`src/hw/rtl/mid_pkg.sv`:
```
// Shared types and constants for the maximum index difference block.
`timescale 1ns / 1ps

package mid_pkg;

   localparam int VALUE_W = 32;
   localparam int GAP_W = 10;
   localparam int unsigned GAP_MAX = 1023;

   // Control bits that ride with each element down the cell row.
   typedef struct packed {
      logic vld;
      logic done;
      logic last;
      logic found;
   } mid_flags_type;

endpackage

```
`src/hw/rtl/mid_tail.sv`:
```
// End of the row: running maximum of gaps and the result register.
`timescale 1ns / 1ps

module mid_tail import mid_pkg::*; #(
   parameter int DIST_W = 10
) (
   input  logic              clock,
   input  logic              reset,
   input  mid_flags_type     flags_i,
   input  logic [DIST_W-1:0] dist_i,
   input  logic              rsp_stall,
   output logic              advance,
   output logic              rsp_valid,
   output logic [GAP_W-1:0]  rsp_max_gap
);

   localparam int CMP_W = (DIST_W > GAP_W) ? DIST_W : GAP_W;

   logic [DIST_W-1:0] best_ff, best_in;
   logic              rsp_valid_ff, rsp_valid_in;
   logic [GAP_W-1:0]  gap_ff, gap_in;
   logic [DIST_W-1:0] cand;
   logic [DIST_W-1:0] max_val;
   logic [CMP_W-1:0]  max_ext;

   assign advance = !rsp_valid_ff || !rsp_stall;

   always_comb begin
      // elements that never reached a free cell were beyond the row and count for nothing
      cand    = flags_i.done ? dist_i : '0;
      max_val = (cand > best_ff) ? cand : best_ff;
      max_ext = CMP_W'(max_val);
      best_in      = best_ff;
      rsp_valid_in = rsp_valid_ff;
      gap_in       = gap_ff;
      if (advance) begin
         rsp_valid_in = 1'b0;
         if (flags_i.vld) begin
            if (flags_i.last) begin
               rsp_valid_in = 1'b1;
               gap_in  = (max_ext > CMP_W'(GAP_MAX)) ? GAP_W'(GAP_MAX) : GAP_W'(max_ext);
               best_in = '0;
            end else begin
               best_in = max_val;
            end
         end
      end
   end

   always_ff @(posedge clock) begin
      if (reset) begin
         best_ff      <= '0;
         rsp_valid_ff <= 1'b0;
      end else begin
         best_ff      <= best_in;
         rsp_valid_ff <= rsp_valid_in;
      end
   end

   always_ff @(posedge clock) begin
      gap_ff <= gap_in;
   end

   assign rsp_valid   = rsp_valid_ff;
   assign rsp_max_gap = gap_ff;

   a_close_result: assert property (@(posedge clock) disable iff (reset)
      advance && flags_i.vld && flags_i.last |=> rsp_valid_ff)
      else $error("closing element gave no result");

   a_close_clear: assert property (@(posedge clock) disable iff (reset)
      advance && flags_i.vld && flags_i.last |=> best_ff == '0)
      else $error("running maximum not cleared after result");

   a_hold: assert property (@(posedge clock) disable iff (reset)
      !advance |=> $stable(best_ff) && rsp_valid_ff)
      else $error("tail state moved while frozen");

endmodule
```
`config.mk`:
```
export PLATFORM = sky130hd
export DESIGN_NAME = mid_tail
export DESIGN_NICKNAME = d
export VERILOG_FILES = /design/src/hw/rtl/mid_pkg.sv /design/src/hw/rtl/mid_tail.sv
export SDC_FILE = /design/constraint.sdc
export NUM_CORES = 1
export LEC_CHECK = 0
export BUFFER_PORTS_ARGS = -buffer_cell sky130_fd_sc_hd__buf_2
export CORE_MARGIN = 10
export CORE_UTILIZATION = 47
export CTS_CLUSTER_SIZE = 16
export DETAILED_ROUTE_END_ITERATION = 12
export GPL_ROUTABILITY_DRIVEN = 0
export HOLD_SLACK_MARGIN = 0.15
export PLACE_DENSITY = 0.75
export SLEW_MARGIN = 25
export SYNTH_ARGS = -nofsm -noshare
export SYNTH_HDL_FRONTEND = slang
export SYNTH_SLANG_ARGS = --single-unit
```
`constraint.sdc`:
```
create_clock -name clock -period 1.85 [get_ports clock]
set_input_delay 0.0925 -clock clock [delete_from_list [all_inputs] [get_ports clock]]
set_output_delay 0.0925 -clock clock [all_outputs]
set_load 0.01 [all_outputs]
```
* Word-level counts from Yosys, hierarchy flattened *
Cells that the tools add are included.

word-level totals
  bits in registers = 21
  output and inout port bits = 12
  logic and storage cells = 15

cells by class
  order comparisons = 2
  muxes and demuxes = 5
  reductions and logical operators = 5

operators with widths
  cell                                        count
  10-bit two-way mux                          3
  10-bit > comparator                         1
  10-bit > comparator, second input constant  1
  3-bit AND reduction                         1
  1-bit zero test                             2
  1-bit two-way mux                           2
  2-bit AND reduction                         1
  1-bit logical OR                            1

* Longest topological paths before layout *
  word-level depth = 4
  mapped depth = 8
  mapped depth without buffers = 7

* Worst setup path after synthesis *
No wires, ideal clock.

  path type = register to register
  start point = register best_ff[5]
  end point = register best_ff[0]
  library setup time = 0.088 ns
  data arrival time = 1.927 ns
  data required time = 1.762 ns
  slack = -0.165 ns
  cell stages (with the launch flop) = 9
  buffers on the path = 1
  period minus slack after synthesis = 2.015 ns
  path through = dfxtp_1 > inv_1 > ha_1 > nand4_1 > a211oi_2 > a2111oi_2 > or4_1 > buf_2 > o32ai_2

on the way
  word-level cells in the longest chain between the ends = 3

ends and longest elaborated chain
  what                    RTL line        source
  start, declared         mid_tail.sv:19  logic [DIST_W-1:0] best_ff, best_in;
  start signal, assigned  mid_tail.sv:55  best_ff <= best_in;
  10-bit > comparator     mid_tail.sv:31  max_val = (cand > best_ff) ? cand : best_ff;
  10-bit two-way mux      mid_tail.sv:31
  10-bit two-way mux      mid_tail.sv:39  if (flags_i.last) begin

Every way passes these cells.
A chain may end at the register's enable or synchronous reset.

* Worst setup path in the final report *
  start point = register best_ff[3]
  end point = register best_ff[4]

Same word-level chain as after synthesis.

==> impl_metrics.env <==
export IMPL_status="finished with violations"
export IMPL_violations="setup timing"
export IMPL_ys_seq_elements=21
export IMPL_synth_area_top_cells="edfxtp_1, dfxtp_1, ha_1, o32ai_1, nand2b_1"
export IMPL_grt_pass1_wl_um=6375
export IMPL_cp_arrival_ns=2.39
export IMPL_synth_net_count=147
export IMPL_skew_ns=0.003331
export IMPL_port_buffers=27
export IMPL_die_h_um=70.08
export IMPL_grt_overflow=0
export IMPL_wl_met3_um=255
export IMPL_met2_length_um=2314
export IMPL_end_kind="flip-flop"
export IMPL_clkSinkCount=21
export IMPL_synth_seq_area_share_pct=44.16
export IMPL_grt_antenna_before_repair=0
export IMPL_path_max_fanout=6
export IMPL_firstDrtPassIters=6
export IMPL_fin_area_um2=1984
export IMPL_vias_per_cell=5.917
export IMPL_hold_viol=0
export IMPL_synth_edf_count=10
export IMPL_syn_to_final_growth_pct=68.36
export IMPL_grt_pass1_vias=1401
export IMPL_crit_path_cell_trace="inv_2, ha_4, nand4_1, a211oi_2, a2111oi_4, or4_4, buf_8, o32ai_2"
export IMPL_synth_distinct_cells=27
export IMPL_drtAntennaViolNets=0
export IMPL_synth_largest_area_cell="edfxtp_1"
export IMPL_vias=1290
export IMPL_io_pins=29
export IMPL_num_nets_final=216
export IMPL_floorplan_initialDensity_pct=48.46
export IMPL_cts_htree_levels=1
export IMPL_syn_area_um2=1179
export IMPL_clk_pin_slew_worst_paths_ns=0.13
export IMPL_drive_gt1_share_pct=59.57
export IMPL_dieArea_um2=4911
export IMPL_maxSlewHeadroom_pct=64.23
export IMPL_synth_top_cell_area_share_pct=25.48
export IMPL_setup_slack_ns=-0.3196
export IMPL_cap_violations=0
export IMPL_ir_drop_mv=0.5209
export IMPL_setup_viol=20
export IMPL_crit_type="flip-flop to flip-flop"
export IMPL_cts_path_max_buffers=2
export IMPL_grt_usage_pct=15.59
export IMPL_slowest_delay_ns=0.48
export IMPL_grt_max_degree=22
export IMPL_period_minus_slack_ns=2.170
export IMPL_period_share_pct=117.3
export IMPL_avgRoutedWirePerCell_um=20.45
export IMPL_syn_area_per_cell_um2=9.822
export IMPL_fin_util_pct=81.58
export IMPL_ctsRootBufferMaster="clkbuf_4"
export IMPL_hp_class="input port to flip-flop"
export IMPL_holdWs_ns=0.1961
export IMPL_core_um2=2432
export IMPL_numCtsBuffers=3
export IMPL_fillers=128
export IMPL_timing_fmax_mhz=460.9
export IMPL_dominantRegCellSynth="dfxtp_1"
export IMPL_synthTopCellsByCount="o21ai_0, dfxtp_1, inv_1, nand2b_1"
export IMPL_synthArstFlopShare_pct=0
export IMPL_power_per_cell_area_nw_per_um2=596.6
export IMPL_drtIter0Drc=79
export IMPL_die_w_um=70.08
export IMPL_synth_warnings=0
export IMPL_cp_num_buf_inv=2
export IMPL_crit_required_ns=2.07
export IMPL_routed_wl_um=4459
export IMPL_synthCells=120
export IMPL_pre_cts_ws_ns=-0.5281
export IMPL_drc=0
export IMPL_cp_top_family="simple AND/OR/NAND/NOR gates"
export IMPL_drt_met1_wl_um=1681
export IMPL_dpl_cell_area_um2=1553
export IMPL_maxUsedRoutingLayer="met4"
export IMPL_clock_latency_ns=0.30
export IMPL_synth_most_common_cell="o21ai_0"
export IMPL_n_antenna_cell=0
export IMPL_dp_hpwl_um=2477
export IMPL_power_leakage_nw=0.7696
export IMPL_fp_row_count=18
export IMPL_worstMarginPinSlew_ns=0.5365
export IMPL_rsz0062_at_grt="yes"
export IMPL_cts_tree="built"
export IMPL_maxSlewViolCount=0
export IMPL_startpoint_type="flip-flop"
export IMPL_slowest_stage="or4_4"
export IMPL_power_mw=1.184
## through the flow
| stage | std cells | setup TNS (ns) |
|---|---|---|
| 4_1_cts | 217 | -3.228 |
| 3_3_place_gp | 202 | -7.591 |
| 5_1_grt | 218 | -6.805 |
| 6_report | 218 | -5.422 |
| 3_5_place_dp | 202 | -8.906 |
| 2_1_floorplan | 120 | -2.135 |
## flip-flops by register name (all words and copies together), names as in the netlist
register and count:
best_ff 10, rsp_max_gap 10, rsp_valid 1
## kinds of logic after synthesis
group	synth area share, %
fa+ha+maj	10.62
flops	44.16
buf+inv	5.201
simple gates	19.96
compound gates	20.06
## path summary, 6_finish.rpt
kind	slack [ns]	startpoint	cells past startpoint	endpoint
worst min register to register	0.59	rsp_valid	2	rsp_valid
worst min-delay path	0.20	dist_i[0]	4	best_ff[0]
worst max register to register	-0.32	best_ff[3]	8	best_ff[4]
worst max-delay path	-0.32	best_ff[3]	8	best_ff[4]
## area by class of cell
class                      instances  area, um^2  area share (%)
timing repair buffer              67       466.7           23.52
sequential                        21       526.8           26.54
multi-input combinational         84       882.1           44.45
tap                               30       37.54           1.892
clock buffer                       4       26.28           1.324
inverter                          12       45.04           2.270
## cell usage in the layout (no fill, tap or decap), types with 2 or more instances in the layout
master	n
a211oi_2	2
a21oi_1	3
and2_1	9
buf_2	27
buf_4	32
buf_6	5
clkbuf_4	3
dfxtp_1	6
dfxtp_2	5
dlygate4sd3_1	2
edfxtp_1	10
ha_1	2
ha_4	8
inv_1	5
inv_2	7
nand2_1	5
nand2b_1	11
nand3_1	10
nand4_1	2
nor2_4	2
o21ai_1	6
o21ai_2	5
o32ai_2	5
o32ai_4	4
## repair_timing
item | in CTS | in global routing
hold endpoints to repair | 2 | 0
gates cloned | 1 | 0
resized for setup | 42 | 22
pin swaps | 15 | 6
endpoints found under the setup margin | 20 | 20
setup buffers | 8 | 2
hold buffers | 2 | 0
## routing by layer
| layer | vias up | track usage [%] |
|---|---|---|
| met5 | - | 0 |
| met4 | 0 | 11.40 |
| met3 | 24 | 2.825 |
| met2 | 69 | 28.10 |
| met1 | 608 | 15.52 |
| li1 | 589 | - |
## power breakdown
group	total (mW)	switching, mW	internal (mW)
Combinational	0.439	0.241	0.199
Clock	0.229	0.145	0.0839
Sequential	0.515	0.00511	0.510
## worst min-delay path, cell delays in order
cell     delay (ns)
buf_2          0.10
nand2_1        0.09
buf_4          0.13
o32ai_2        0.06
No activity file was read; power rests on OpenSTA's default activity.
