`src/hw/rtl/mid_pkg.sv`:
```
// Shared types and constants for the maximum index difference block.
`timescale 1ns / 1ps

package mid_pkg;

   localparam int VALUE_W = 32;
   localparam int GAP_W = 10;
   localparam int unsigned GAP_MAX = 1023;

   // Control bits that ride with each element down the cell row.
   typedef struct packed {
      logic vld;
      logic done;
      logic last;
      logic found;
   } mid_flags_type;

endpackage

```
`src/hw/rtl/mid_cell.sv`:
```
// One cell of the row: holds one element and tests passing elements against it.
`timescale 1ns / 1ps

module mid_cell import mid_pkg::*; #(
   parameter int DIST_W = 10
) (
   input  logic                      clock,
   input  logic                      reset,
   input  logic                      advance,
   input  mid_flags_type             flags_i,
   input  logic signed [VALUE_W-1:0] value_i,
   input  logic [DIST_W-1:0]         dist_i,
   output mid_flags_type             flags_o,
   output logic signed [VALUE_W-1:0] value_o,
   output logic [DIST_W-1:0]         dist_o
);

   logic                      full_ff, full_in;
   logic signed [VALUE_W-1:0] stored_ff, stored_in;
   mid_flags_type             flags_ff, flags_in;
   logic signed [VALUE_W-1:0] value_ff;
   logic [DIST_W-1:0]         dist_ff, dist_in;

   always_comb begin
      full_in   = full_ff;
      stored_in = stored_ff;
      flags_in  = flags_i;
      dist_in   = dist_i;
      if (flags_i.vld && !flags_i.done) begin
         if (!full_ff) begin
            // first free cell: the element becomes a token, and settles here unless it closes the sequence
            if (!flags_i.last) begin
               full_in   = 1'b1;
               stored_in = value_i;
            end
            flags_in.done = 1'b1;
            dist_in = flags_i.found ? dist_i + DIST_W'(1) : '0;
         end else begin
            if (flags_i.found) begin
               dist_in = dist_i + DIST_W'(1);
            end else if (stored_ff <= value_i) begin
               flags_in.found = 1'b1;
               dist_in = '0;
            end
            // closing element empties the row behind it
            if (flags_i.last) begin
               full_in = 1'b0;
            end
         end
      end
   end

   always_ff @(posedge clock) begin
      if (reset) begin
         full_ff  <= 1'b0;
         flags_ff <= '0;
      end else if (advance) begin
         full_ff  <= full_in;
         flags_ff <= flags_in;
      end
   end

   always_ff @(posedge clock) begin
      if (advance) begin
         stored_ff <= stored_in;
         value_ff  <= value_i;
         dist_ff   <= dist_in;
      end
   end

   assign flags_o = flags_ff;
   assign value_o = value_ff;
   assign dist_o  = dist_ff;

   a_settle: assert property (@(posedge clock) disable iff (reset)
      advance && flags_i.vld && !flags_i.done && !flags_i.last && !full_ff |=> full_ff)
      else $error("element did not settle in free cell");

   a_clear: assert property (@(posedge clock) disable iff (reset)
      advance && flags_i.vld && !flags_i.done && flags_i.last |=> !full_ff)
      else $error("closing element left cell full");

endmodule

```
`config.mk`:
```
export PLATFORM = sky130hd
export DESIGN_NAME = mid_cell
export DESIGN_NICKNAME = d
export VERILOG_FILES = /design/src/hw/rtl/mid_pkg.sv /design/src/hw/rtl/mid_cell.sv
export SDC_FILE = /design/constraint.sdc
export NUM_CORES = 1
export LEC_CHECK = 0
export BUFFER_PORTS_ARGS = -buffer_cell sky130_fd_sc_hd__buf_4
export CAP_MARGIN = 10
export CORE_MARGIN = 2
export CORE_UTILIZATION = 45
export DETAILED_ROUTE_END_ITERATION = 10
export PLACE_DENSITY_LB_ADDON = 0.15
export RECOVER_POWER = 25
export SLEW_MARGIN = 20
export SYNTH_ARGS = -nofsm -noshare
export SYNTH_HDL_FRONTEND = slang
export SYNTH_SLANG_ARGS = --single-unit
```
`constraint.sdc`:
```
create_clock -name clock -period 8.4 [get_ports clock]
set_input_delay 0 -clock clock [delete_from_list [all_inputs] [get_ports clock]]
set_output_delay 0 -clock clock [all_outputs]
set_load 0.02 [all_outputs]
```
* Word-level counts from Yosys, hierarchy flattened
Index checks and enable logic that the tools add are counted.
** Storage, ports and cells
- Output and inout bits :: 46
- Flip-flop bits (word level) :: 79
- Logic and storage cells :: 28
- Memories kept :: 0
- Memory bits (read-only) :: 0
- Bits in latches :: 0
- Memory bits (writable) :: 0
** Operators by class
- Bitwise logic cells :: 2
- Equality and inequality tests :: 0
- Add/sub/neg operators :: 1
- $lt $le $gt $ge :: 1
- Shifts and indexed selects :: 0
- Div/mod/pow operators :: 0
- Mux-type cells :: 12
- Reductions and logical operators :: 4
- $mul :: 0
** Operator list (count)
- $mux W10 :: 5
- $le A32 B32 Y1 :: 1
- $add A10 B1 Y10 const B :: 1
- $mux W1 :: 7
- $reduce_and A4 Y1 :: 1
- $not A1 Y1 :: 2
- $reduce_and A2 Y1 :: 1
- $logic_and A1 B1 Y1 :: 1
- $logic_not A1 Y1 :: 1

* Logic depth before layout (Yosys ltp)
- Word-level depth :: 5
- Depth in mapped cells :: 9
- Mapped depth without buffers :: 9

* Worst setup path after synthesis
OpenSTA, ideal clock, no wires.
- Kind :: flip-flop to flip-flop
- From :: register full_ff
- To :: register stored_ff[0], enable pin
- Period minus slack after synthesis :: 3.992 ns
- Data arrival time :: 3.490 ns
- Library setup time :: 0.502 ns
- Buffers on the path :: 0
- Cell stages (with the launch flop) :: 2
- Setup slack :: 4.408 ns
- Data required time :: 7.898 ns
- Path through :: dfxtp_1 -> nor4_1
** On the way
- Word-level cells in the longest chain between the ends :: 2
** RTL lines
- start, declared :: line mid_cell.sv:18 : logic full_ff, full_in;
- start signal, assigned :: line mid_cell.sv:58 : full_ff <= full_in;
- $not A1 Y1 (no source line)
- $reduce_and A4 Y1 (no source line)
- end signal, assigned :: line mid_cell.sv:65 : stored_ff <= stored_in;
- end, declared :: line mid_cell.sv:19 : logic signed [VALUE_W-1:0] stored_ff, stored_in;
No other way between the ends.
A chain may end at the register's enable or synchronous reset.

* Final worst setup path
- From :: input port advance
- To :: register full_ff
** On the way
- Word-level cells in the longest chain between the ends :: 1
** RTL lines
- start, declared :: line mid_cell.sv:9 : input logic advance,
- $reduce_and A2 Y1 (no source line)
No other way between the ends.

==> impl_metrics.csv <==
group,metric,value,unit
placed_design,io_buffers,94,
global_routing,grt_pass1_wl,12300,um
finish,layout.nets,496,
finish,utilization,64.2,%
routing,drt_iter0_markers,151,
timing,post-route-period-util,36.7,%
global_routing,grt_pass1_vias,2698,
finish,areaGrowthSynthToFinish,38.0,%
power,combPwrFrac,15.1,%
global_routing,grt.total_usage,18.3,%
logic_synthesis,synth_ff_type,"edfxtp_1",
power,p_sw,210,uW
clocking,clock_path_buffers,2,
clocking,cts_tree,"built",
clocking,htree_levels,3,
critical_path,cp_max_fo,48,
die,dieHeight,93.4,um
routing,drtAntennaViolNets,0,
routing,route.detailed.drc,0,
global_routing,antenna_found_initial,0,
clocking,cts_buffers,9,
critical_path,arrival,3380,ps
die,io_pins,95,
global_routing,grt-ovfl-total,0,
power,powerDensity,173,nW/um^2
critical_path,path_class,"in -> reg",
critical_path,path_delay_family,"buffers and inverters",
logic_synthesis,synth-edff-count,74,
die,die_w,93.4,um
timing,worst_slew_pin_slew,2620,ps
logic_synthesis,yosysMostFrequentCell,"edfxtp_1",
power,pwr-share-clk,31.3,%
status,violations,"max-capacitance violations, max-slew violations",
global_routing,grt_max_degree,49,
logic_synthesis,synth_top_area_share,61.8,%
finish,drive_gt1_share,23.2,%
timing,slew_headroom,-74.4,%
routing,via_per_inst,5.00,
timing,skew,10.1,ps
clocking,clk_pin_slew_worst_paths,80,ps
logic_synthesis,avgSynthCellArea,13.3,um^2
timing,rsz0062_at_grt,"no",
critical_path,path_buf_inv,2,
critical_path,worst_path_largest_cell_delay,1810,ps
critical_path,crit_path_end_kind,"register",
global_routing,met1_usage,22.4,%
clocking,cts-root-buf,"clkbuf_8",
timing,final-setup-viol-count,0,
global_routing,use_met3,5.56,%
die,row_count,32,
power,switching_share,24.5,%
placed_design,finalWeightedCongestion,0.754,
die,die-area,8720,um^2
logic_synthesis,syn_nets,352,
global_routing,grt-busiest-layer,"met2",
logic_synthesis,async_reset_ff_share,0,%
critical_path,path_depth,5,
clocking,clock_latency,340,ps
timing,finalHoldWorstSlack,26.0,ps
routing,first_pass_iters,4,
timing,worst_slack,5310,ps
routing,vias,2605,
worst_hold_path,hold_class,"in -> reg",
logic_synthesis,ys_seq_area_share,64.6,%
critical_path,cp_cell_sequence,"clkbuf_1 > nand2_1 > or3_1 > a21oi_1 > dlygate4sd3_1",
power,leakagePower,0.00210,uW
worst_hold_path,hold_depth,3,
logic_synthesis,yosysUniqueCellTypes,39,
logic_synthesis,synth.top_cells.by_area,"edfxtp_1 62%, ha_1 11%, inv_1 4.2%",
clocking,clkSinkCount,79,
critical_path,ff2ff_path_depth,8,
die,floorplan.initialDensity,46.5,%
run,drv_cap,1,
timing,finalSetupTns,0,ps
logic_synthesis,synthCells,270,
status,status,"finished with violations",
placed_design,pre_cts_slack,5800,ps
logic_synthesis,synthTopCellsByCount,"74 x edfxtp_1, 40 x inv_1, 33 x ha_1",
power,ir_drop,0.104,mV
power,intPower,649,uW
timing,report.final.slew_viol_count,49,
logic_synthesis,synth_seq_cells,79,
timing,max_freq,0.324,GHz
critical_path,cp_slowest_cell,"clkbuf_1",
critical_path,worstSetupStartpointType,"primary input",
finish,diodes,0,
logic_synthesis,yosys.area.top_type,"edfxtp_1",
timing,period_minus_slack,3090,ps
logic_synthesis,yosysWarnings,0,
power,p_total,860,uW
die,fp.coreArea,7730,um^2
routing,totalWireLength,7510,um
power,sequentialPowerShare,53.5,%
routing,wl_per_cell,14.4,um
global_routing,grt.met2_usage,31.1,%
logic_synthesis,synth_area,3590,um^2
critical_path,required,8690,ps
placed_design,dpl.hpwl,5090,um
timing,finalHoldViolCount,0,
[routing by layer]
metal	part of all wire, %	wire length (um)	up-vias
li1	-	-	1304
met5	0	0	-
met3	5.9	440	6
met1	43	3220	1214
met4	1.2	89	0
met2	50	3760	81
[cells in the final DEF, fill, tap and decap left out, types with 2 or more instances in the layout]
cell           Yosys  final
buf_4              0     76
edfxtp_1          74     74
dlygate4sd3_1      0     41
inv_1             40     40
ha_1              33     33
clkbuf_1           2     18
a21oi_1           16     16
nand2_1           15     15
nand3_1           11     11
clkbuf_8           0      9
nor2_1             8      8
o21ai_0            8      8
nand4_1            7      7
a41oi_1            6      6
a21o_1             5      5
a31oi_1            5      5
dfxtp_1            5      5
nand2b_1           3      3
nor3_1             3      3
a22oi_1            3      3
nor2b_1            2      2
o211ai_1           2      2
nor4_2             1      2
and3_1             2      2
mux2i_1            2      2
clkinv_2           0      2
clkinv_1           0      2
[timing repair]
item,in CTS,in global routing
hold buffers,41,0
setup buffers,0,0
resized for setup,0,0
hold endpoints to repair,75,0
[flip-flops by register name, summed over array words and instances (netlist names)]
signal / cells
dist_o: 10
flags_o: 4
full_ff: 1
stored_ff: 32
value_o: 32
[path summary, 6_finish.rpt]
check             slack [ps]          from         end
hold / removal            30    flags_i[3]  flags_o[2]
setup reg to reg        5810  stored_ff[7]   dist_o[4]
hold reg to reg          480    flags_o[0]  flags_o[0]
setup / recovery        5310       advance     full_ff
[worst min-delay path, delay by kind of cell]
family                 cells  cell delay [ps]
buffers and inverters      1              120
AOI/OAI and AO/OA          2              210
[through the flow]
stage	instances	cell area, um^2
floorplan	270	3590
global placement	464	4430
detailed placement	464	4430
CTS	521	5030
global route	521	4960
finish	521	4960
[cells by family (layout without fill, tap and decap cells)]
kind of cell,count (synthesis),count (layout),share of synthesized area (%)
AOI/OAI and AO/OA,52,52,9.51
adders and majority gates,33,33,11.5
and+or+nand+nor,60,60,8.91
muxes,3,3,0.975
buffers and inverters,43,192,4.49
DFF,79,79,64.6
[power by group through the flow]
stage / sequential [uW] / clock, uW / combinational [uW]
after floorplan: 491 / 0 / 32.2
after global placement: 468 / 0 / 117
after detailed placement: 468 / 0 / 119
after CTS: 460 / 279 / 135
after global routing: 462 / 293 / 143
final: 460 / 269 / 130
[final cells by class]
cell class	instances	area (um^2)
Timing Repair Buffer	136	1060
Sequential cell	79	2320
Multi-Input combinational cell	148	1120
Fill cell	621	2770
Inverter	40	150
Clock inverter	7	63.8
Clock buffer	9	124
Tap cell	102	128
(Power assumes the default switching activity.)
